File: src/hw/rtl/cdq_pkg.sv
// ----------------------------------------------------------------------------
// Circular deque package
// Shared constants, request codes, the controller-to-datapath command bundle
// and the ring pointer step functions.
// ----------------------------------------------------------------------------
package cdq_pkg;

    localparam int DEPTH = 16;
    localparam int IDX_W = $clog2(DEPTH);
    localparam int CNT_W = $clog2(DEPTH + 1);
    localparam int VAL_W = 32;
    localparam int REQ_W = 2;

    localparam logic [CNT_W-1:0] CAP_RESET = CNT_W'(DEPTH);

    localparam logic [REQ_W-1:0] REQ_INS_FRONT = 2'd0;
    localparam logic [REQ_W-1:0] REQ_INS_REAR  = 2'd1;
    localparam logic [REQ_W-1:0] REQ_DEL_FRONT = 2'd2;
    localparam logic [REQ_W-1:0] REQ_DEL_REAR  = 2'd3;

    typedef logic [IDX_W-1:0] t_idx;
    typedef logic [CNT_W-1:0] t_cnt;
    typedef logic [VAL_W-1:0] t_val;

    // Commands from the controller to the datapath.
    typedef struct packed {
        logic exec;    // carry out the request on the input ports this edge
        logic rd_en;   // read the slots at head and tail
    } t_dp_cmd;

    // Move an index forward, wrapping at the last usable slot.
    function automatic t_idx step_fwd(input t_idx idx, input t_cnt lim);
        t_idx res;
        if (CNT_W'(idx) >= lim - t_cnt'(1)) begin
            res = '0;
        end else begin
            res = idx + t_idx'(1);
        end
        return res;
    endfunction

    // Move an index back, wrapping from slot zero to the last usable slot.
    function automatic t_idx step_back(input t_idx idx, input t_cnt lim);
        t_idx res;
        if (idx == '0) begin
            res = IDX_W'(lim - t_cnt'(1));
        end else begin
            res = idx - t_idx'(1);
        end
        return res;
    endfunction

endpackage

File: src/hw/rtl/cdq_ram.sv
// ----------------------------------------------------------------------------
// Generic RAM
// One write port and two read ports, with registered read data.
// ----------------------------------------------------------------------------
module cdq_ram #(
    parameter int WIDTH = 32,
    parameter int DEPTH = 16
) (
    input  logic                     i_clk,
    input  logic                     i_we,
    input  logic [$clog2(DEPTH)-1:0] i_waddr,
    input  logic [WIDTH-1:0]         i_wdata,
    input  logic                     i_re,
    input  logic [$clog2(DEPTH)-1:0] i_raddr_a,
    input  logic [$clog2(DEPTH)-1:0] i_raddr_b,
    output logic [WIDTH-1:0]         o_rdata_a,
    output logic [WIDTH-1:0]         o_rdata_b
);

    logic [WIDTH-1:0] r_mem [DEPTH];
    logic [WIDTH-1:0] r_rdata_a;
    logic [WIDTH-1:0] r_rdata_b;

    always_ff @(posedge i_clk) begin
        if (i_we) begin
            r_mem[i_waddr] <= i_wdata;
        end
        if (i_re) begin
            r_rdata_a <= r_mem[i_raddr_a];
            r_rdata_b <= r_mem[i_raddr_b];
        end
    end

    assign o_rdata_a = r_rdata_a;
    assign o_rdata_b = r_rdata_b;

endmodule

File: src/hw/rtl/cdq_ctrl.sv
// ----------------------------------------------------------------------------
// Circular deque controller
// Sequences each request: execute on acceptance, read the ends, respond.
// ----------------------------------------------------------------------------
module cdq_ctrl (
    input  logic            i_clk,
    input  logic            i_rst_n,
    input  logic            start,
    output logic            busy,
    output logic            o_strobe,
    output cdq_pkg::t_dp_cmd o_cmd
);

    import cdq_pkg::*;

    typedef enum logic [1:0] {
        S_IDLE,
        S_READ,
        S_RESP
    } t_state;

    t_state r_state;
    t_state n_state;
    logic   r_busy;
    logic   r_strobe;
    logic   accept;

    assign accept = start && !r_busy;

    always_comb begin
        case (r_state)
            S_IDLE:  n_state = accept ? S_READ : S_IDLE;
            S_READ:  n_state = S_RESP;
            S_RESP:  n_state = S_IDLE;
            default: n_state = S_IDLE;
        endcase
    end

    always_ff @(posedge i_clk) begin
        if (!i_rst_n) begin
            r_state  <= S_IDLE;
            r_busy   <= 1'b0;
            r_strobe <= 1'b0;
        end else begin
            r_state  <= n_state;
            r_busy   <= (n_state != S_IDLE);
            r_strobe <= (n_state == S_RESP);
        end
    end

    assign busy        = r_busy;
    assign o_strobe    = r_strobe;
    assign o_cmd.exec  = accept;
    assign o_cmd.rd_en = (r_state == S_READ);

endmodule

File: src/hw/rtl/cdq_datapath.sv
// ----------------------------------------------------------------------------
// Circular deque datapath
// Holds capacity, head, tail and count, and the slot memory; forms the result.
// ----------------------------------------------------------------------------
module cdq_datapath (
    input  logic                  i_clk,
    input  logic                  i_rst_n,
    input  cdq_pkg::t_dp_cmd      i_cmd,
    input  logic                  i_cfg_we,
    input  logic [cdq_pkg::CNT_W-1:0] i_cfg_wdata,
    input  logic [cdq_pkg::REQ_W-1:0] i_req_type,
    input  logic signed [cdq_pkg::VAL_W-1:0] i_value,
    output logic                  o_accepted,
    output logic signed [cdq_pkg::VAL_W-1:0] o_front_value,
    output logic signed [cdq_pkg::VAL_W-1:0] o_rear_value,
    output logic                  o_empty_flag,
    output logic                  o_full_flag,
    output logic [cdq_pkg::CNT_W-1:0] o_occupancy
);

    import cdq_pkg::*;

    t_cnt r_cap;
    t_idx r_head;
    t_idx r_tail;
    t_cnt r_count;
    logic r_accepted;

    t_cnt lim;
    logic is_full;
    logic is_empty;
    logic is_insert;
    logic ok;
    t_idx n_head;
    t_idx n_tail;
    t_cnt n_count;
    logic wr_en;
    t_idx wr_addr;
    t_val front_q;
    t_val rear_q;

    // Out-of-range capacity is clamped into 1..DEPTH.
    always_comb begin
        if (r_cap == '0) begin
            lim = t_cnt'(1);
        end else if (r_cap > CNT_W'(DEPTH)) begin
            lim = CNT_W'(DEPTH);
        end else begin
            lim = r_cap;
        end
    end

    assign is_full   = (r_count >= lim);
    assign is_empty  = (r_count == '0);
    assign is_insert = (i_req_type == REQ_INS_FRONT) || (i_req_type == REQ_INS_REAR);

    always_comb begin
        n_head  = r_head;
        n_tail  = r_tail;
        n_count = r_count;
        wr_en   = 1'b0;
        wr_addr = r_head;
        ok      = 1'b0;
        if (is_insert) begin
            if (!is_full) begin
                ok      = 1'b1;
                wr_en   = i_cmd.exec;
                n_count = r_count + t_cnt'(1);
                if (is_empty) begin
                    n_head  = '0;
                    n_tail  = '0;
                    wr_addr = '0;
                end else if (i_req_type == REQ_INS_FRONT) begin
                    n_head  = step_back(r_head, lim);
                    wr_addr = n_head;
                end else begin
                    n_tail  = step_fwd(r_tail, lim);
                    wr_addr = n_tail;
                end
            end
        end else if (!is_empty) begin
            ok      = 1'b1;
            n_count = r_count - t_cnt'(1);
            if (i_req_type == REQ_DEL_FRONT) begin
                n_head = step_fwd(r_head, lim);
            end else begin
                n_tail = step_back(r_tail, lim);
            end
        end
    end

    always_ff @(posedge i_clk) begin
        if (!i_rst_n) begin
            r_cap      <= CAP_RESET;
            r_head     <= '0;
            r_tail     <= '0;
            r_count    <= '0;
            r_accepted <= 1'b0;
        end else begin
            if (i_cfg_we) begin
                r_cap <= i_cfg_wdata;
            end
            if (i_cmd.exec) begin
                r_head     <= n_head;
                r_tail     <= n_tail;
                r_count    <= n_count;
                r_accepted <= ok;
            end
        end
    end

    cdq_ram #(
        .WIDTH (VAL_W),
        .DEPTH (DEPTH)
    ) u_slots (
        .i_clk     (i_clk),
        .i_we      (wr_en),
        .i_waddr   (wr_addr),
        .i_wdata   (i_value),
        .i_re      (i_cmd.rd_en),
        .i_raddr_a (r_head),
        .i_raddr_b (r_tail),
        .o_rdata_a (front_q),
        .o_rdata_b (rear_q)
    );

    assign o_accepted    = r_accepted;
    assign o_front_value = is_empty ? '1 : front_q;
    assign o_rear_value  = is_empty ? '1 : rear_q;
    assign o_empty_flag  = is_empty;
    assign o_full_flag   = is_full;
    assign o_occupancy   = r_count;

endmodule

File: src/hw/rtl/circular_double_ended_queue_top.sv
// A request accepted at a clock edge has its result word on the result
// ports, marked by o_strobe, in the respond step after the slot read.
// A new request is taken only once the execute, slot read and respond
// steps of the controller are done; busy is high until then.
// Reset (i_rst_n low, synchronous) empties the deque and sets capacity to 16;
// the slot memory is not cleared. The receiver cannot stall the result word.
// ----------------------------------------------------------------------------
// Circular double-ended queue
// A bounded ring-buffer deque with a programmable capacity. Each request
// inserts or deletes at either end and returns the state after the operation.
// ----------------------------------------------------------------------------
module circular_double_ended_queue_top (
    input  logic                  i_clk,
    input  logic                  i_rst_n,
    // Configuration: capacity register, written whenever the enable is high.
    input  logic                  i_cfg_we,
    input  logic [cdq_pkg::CNT_W-1:0] i_cfg_wdata,
    // Request word, taken when start is high and busy is low.
    input  logic                  start,
    output logic                  busy,
    input  logic [cdq_pkg::REQ_W-1:0] i_req_type,
    input  logic signed [cdq_pkg::VAL_W-1:0] i_value,
    // Result word, valid for the single cycle in which o_strobe is high.
    output logic                  o_strobe,
    output logic                  o_accepted,
    output logic signed [cdq_pkg::VAL_W-1:0] o_front_value,
    output logic signed [cdq_pkg::VAL_W-1:0] o_rear_value,
    output logic                  o_empty_flag,
    output logic                  o_full_flag,
    output logic [cdq_pkg::CNT_W-1:0] o_occupancy
);

    import cdq_pkg::*;

    // Command bundle from the sequencer to the datapath.
    t_dp_cmd cmd;

    // The controller accepts a request in its idle state and tells the
    // datapath to execute it at once; the ends are read in the next cycle
    // and the registered read data forms the result in the cycle after.
    cdq_ctrl u_ctrl (
        .i_clk    (i_clk),
        .i_rst_n  (i_rst_n),
        .start    (start),
        .busy     (busy),
        .o_strobe (o_strobe),
        .o_cmd    (cmd)
    );

    // The datapath keeps the pointers, the count and the capacity, writes
    // the inserted word into its slot and presents the front and rear words.
    cdq_datapath u_dp (
        .i_clk         (i_clk),
        .i_rst_n       (i_rst_n),
        .i_cmd         (cmd),
        .i_cfg_we      (i_cfg_we),
        .i_cfg_wdata   (i_cfg_wdata),
        .i_req_type    (i_req_type),
        .i_value       (i_value),
        .o_accepted    (o_accepted),
        .o_front_value (o_front_value),
        .o_rear_value  (o_rear_value),
        .o_empty_flag  (o_empty_flag),
        .o_full_flag   (o_full_flag),
        .o_occupancy   (o_occupancy)
    );

endmodule
File: config.mk
export PLATFORM = sky130hd
export DESIGN_NAME = circular_double_ended_queue_top
export DESIGN_NICKNAME = d
export VERILOG_FILES = /design/src/hw/rtl/cdq_pkg.sv /design/src/hw/rtl/cdq_ram.sv /design/src/hw/rtl/cdq_ctrl.sv /design/src/hw/rtl/cdq_datapath.sv /design/src/hw/rtl/circular_double_ended_queue_top.sv
export SDC_FILE = /design/constraint.sdc
export NUM_CORES = 1
export LEC_CHECK = 0
export BUFFER_PORTS_ARGS = -buffer_cell sky130_fd_sc_hd__buf_2
export CAP_MARGIN = 0
export CORE_ASPECT_RATIO = 0.7
export CORE_MARGIN = 2
export CORE_UTILIZATION = 35
export DETAILED_ROUTE_END_ITERATION = 12
export SYNTH_ARGS = -nofsm -noshare
export SYNTH_HDL_FRONTEND = slang
export SYNTH_HIERARCHICAL = 1
export SYNTH_SLANG_ARGS = --single-unit
File: constraint.sdc
create_clock -name i_clk -period 8 [get_ports i_clk]
set_input_delay 0.8 -clock i_clk [delete_from_list [all_inputs] [get_ports i_clk]]
set_output_delay 0.8 -clock i_clk [all_outputs]
set_load 0.05 [all_outputs]
==> impl_metrics.yaml <==
run_status:
  status: "completed"
clock_tree:
  cts_made_buffers: 57
  cts_tree: "done"
  post_cts_buffers: 0
  cts-resized-gates: 0
  cts_root_buf: "clkbuf_16"
  ctsHoldBuffers: 0
  cts.reportedPaths.clkPinSlew_ns: 0.07
  clk_latency_ns: 0.63
  htreeDepth: 2
  cts_buffer_depth: 3
  clkSinkCount: 598
global_route:
  grt.busiest_layer: "met2"
  grt_max_degree: 96
  gr-total-overflow: 0
  grt_use_met3: 0.03128
  grt_util_met1: 0.2494
  grt_pass1_wl_mm: 103.0
  antenna_found_initial: 0
  grt_pass1_vias: 15260
  grtUsageTotal: 0.1756
  use_met2: 0.2816
critical_path:
  cp_slowest_cell: "o21ai_0"
  crit_arrival_ns: 5.96
  crit_path_frequent_cell: "o21ai_0"
  worst_setup_path_end_kind: "flip-flop"
  critical-path-top-delay-family: "compound AO/OA/AOI/OAI gates"
  crit_path_start_kind: "flip-flop"
  max_stage_delay_ns: 0.71
  worstPathMaxFanout: 18
  crit_buf_inv: 2
  path_class: "reg2reg"
  required_ns: 8.29
  crit_chain: "nor3_1 -> o21ai_0 -> ha_1 -> xnor2_1 -> inv_1 -> ha_1 -> a21oi_1 -> o21ai_0 -> maj3_1 -> a21o_1 -> a2bb2oi_1 -> o21ai_0 -> nand2_1 -> nor2_4 -> buf_4"
floorplan:
  fp.dieH_um: 237.0
  design.portCount: 117
  core-area_mm2: 0.07689
  die_w_um: 336.9
  initial_core_util: 0.3531
  row_count: 85
  die_area_mm2: 0.07985
cells_and_area:
  final_common_cell: "edfxtp_1"
  area_growth_pct: 14.01
  layout-drive-gt1-share: 0.3365
  final_cell_mix: "576 x edfxtp_1, 256 x mux4_2, 130 x a22oi_1"
  final_util: 0.4026
  antenna_cells: 0
  layout.nets: 1607
  stdcell_count: 2637
  final_area_mm2: 0.03096
logic_synthesis:
  ys_ff_latch: 598
  ys_types: 59
  syn_avg_cell_area_um2: 18.83
  synth_compound_area_frac: 0.05406
  synthXorXnorAreaFrac: 0.002581
  synth_area_mm2: 0.02715
  synthAdderAreaFrac: 0.01023
  synthMuxAreaShare: 0.2157
  yosysSeqAreaShare: 0.6533
  ys_async_sr_fraction: 0
  synth_nets: 1505
  synth_top_family_by_area: "multiplexers"
  synthesis.instances: 1442
  synth_edf_count: 576
  yosys_warnings: 6
  synth_flop_cell: "edfxtp_1"
  synthSimpleGateAreaFrac: 0.04323
power_and_ir_drop:
  vdd_drop_max_mv: 0.1666
  cellPowerDensity_mw_per_mm2: 270.6
  p_leak_nw: 9.523
  p_total_mw: 8.378
placement:
  dpl_cell_area_mm2: 0.02898
  routabilityCongestion: 0.7710
  dp.cells: 2529
  portBuffers: 116
  hpwl_mm: 41.35
  post-place-ws_ns: 2.369
route:
  antenna_left: 0
  route.detailed.drc: 0
  wire_per_inst_um: 26.41
  vias_per_cell: 5.666
  num_vias: 14940
  drt_pass1_iterations: 5
  drt_wl_total_mm: 69.65
  drt_iter0_markers: 1429
sta:
  report.final.hold_viol_count: 0
  tns_ns: 0
  min_period_ns: 5.671
  period_share: 0.7089
  worst_slack_ns: 2.329
  finClkSkew_ns: 0.01420
  tightest_slew_ns: 1.252
  setup_viol: 0
  slew_violations: 0
  whs_ns: 0.4190
  max_freq_ghz: 0.1763
  relSlewSlack: 0.1632
  rsz0062_at_grt: "false"
hold_path:
  worstHoldPathType: "in2reg"
job:
  drv_cap: 0
-- path summary, 6_finish.rpt --
check,startpoint,to,cells after the start,slack [ns]
min,i_cfg_wdata[4],u_dp/r_cap[4],3,0.42
max reg2reg,u_dp/r_cap[2],u_dp/u_slots/r_mem[3][7],15,2.33
max,u_dp/r_cap[2],u_dp/u_slots/r_mem[3][7],15,2.33
min reg2reg,u_ctrl/r_state[0],u_ctrl/r_state[0],1,0.43
-- cell type report --
class	instances	area [um2]
Clock inverter	44	526.8
Multi-Input combinational cell	720	9017
Clock buffer	64	1453
Timing Repair Buffer	147	825.8
Inverter	20	75.07
Tap cell	1044	1306
Fill cell	6811	45940
Sequential cell	598	17750
-- worst min-delay path, cell delays in order --
cell and delay [ns]:
buf_2 0.08, nand2_1 0.06, o211ai_1 0.08
-- metal layers --
layer  up-vias  wire length (um)
met5         -                 0
met4         0              1299
met3        91              4881
met2       584             33620
met1      8005             29840
li1       6260                 -
-- state kept, by name, summed over array words and instances, names as in the netlist --
| signal | flops |
|---|---|
| u_ctrl/busy | 1 |
| u_ctrl/o_strobe | 1 |
| u_ctrl/r_state | 1 |
| u_dp/o_accepted | 1 |
| u_dp/o_occupancy | 5 |
| u_dp/r_cap | 5 |
| u_dp/r_head | 4 |
| u_dp/r_tail | 4 |
| u_dp/u_slots/o_rdata_a | 32 |
| u_dp/u_slots/o_rdata_b | 32 |
| u_dp/u_slots/r_mem | 512 |
-- Yosys cell counts (2+ instances only) --
cell type	n	area, um2
buf_1	12	45.04
nand3_1	4	20.02
a22oi_1	130	975.9
o21ai_0	14	70.07
nor2_1	24	90.09
o31ai_1	2	15.01
nand4_1	2	12.51
inv_1	20	75.07
edfxtp_1	576	17300
nand3b_1	2	15.01
nor3_1	7	35.03
and2_1	5	31.28
nand2b_1	73	456.7
clkbuf_1	54	202.7
nor4_1	2	12.51
buf_4	20	150.1
a21oi_1	18	90.09
a31oi_1	3	18.77
xor2_1	2	17.52
o211ai_1	4	30.03
buf_2	17	85.08
mux2i_1	9	90.09
maj3_1	2	20.02
nand2_1	84	315.3
a32oi_1	2	17.52
a2111oi_4	2	55.05
xnor2_1	6	52.55
nor2b_1	18	112.6
ha_1	19	237.7
o21ai_1	3	15.01
dfxtp_1	22	440.4
a21o_1	2	15.01
mux4_2	256	5766
-- cell families after synthesis --
kind of cell / Yosys count
fa+ha+maj: 22
simple gates: 229
mux: 265
xor+xnor: 8
compound gates: 196
buf+inv: 124
flops: 598
-- power breakdown --
part	switching, mW	internal [mW]	leakage [nW]
clock network	1.21	1.67	0.964
registers	0.0772	3.56	5.38
logic	1.21	0.656	3.18
total	2.50	5.88	9.52
Note: power is estimated with default switching activity, not from simulation.
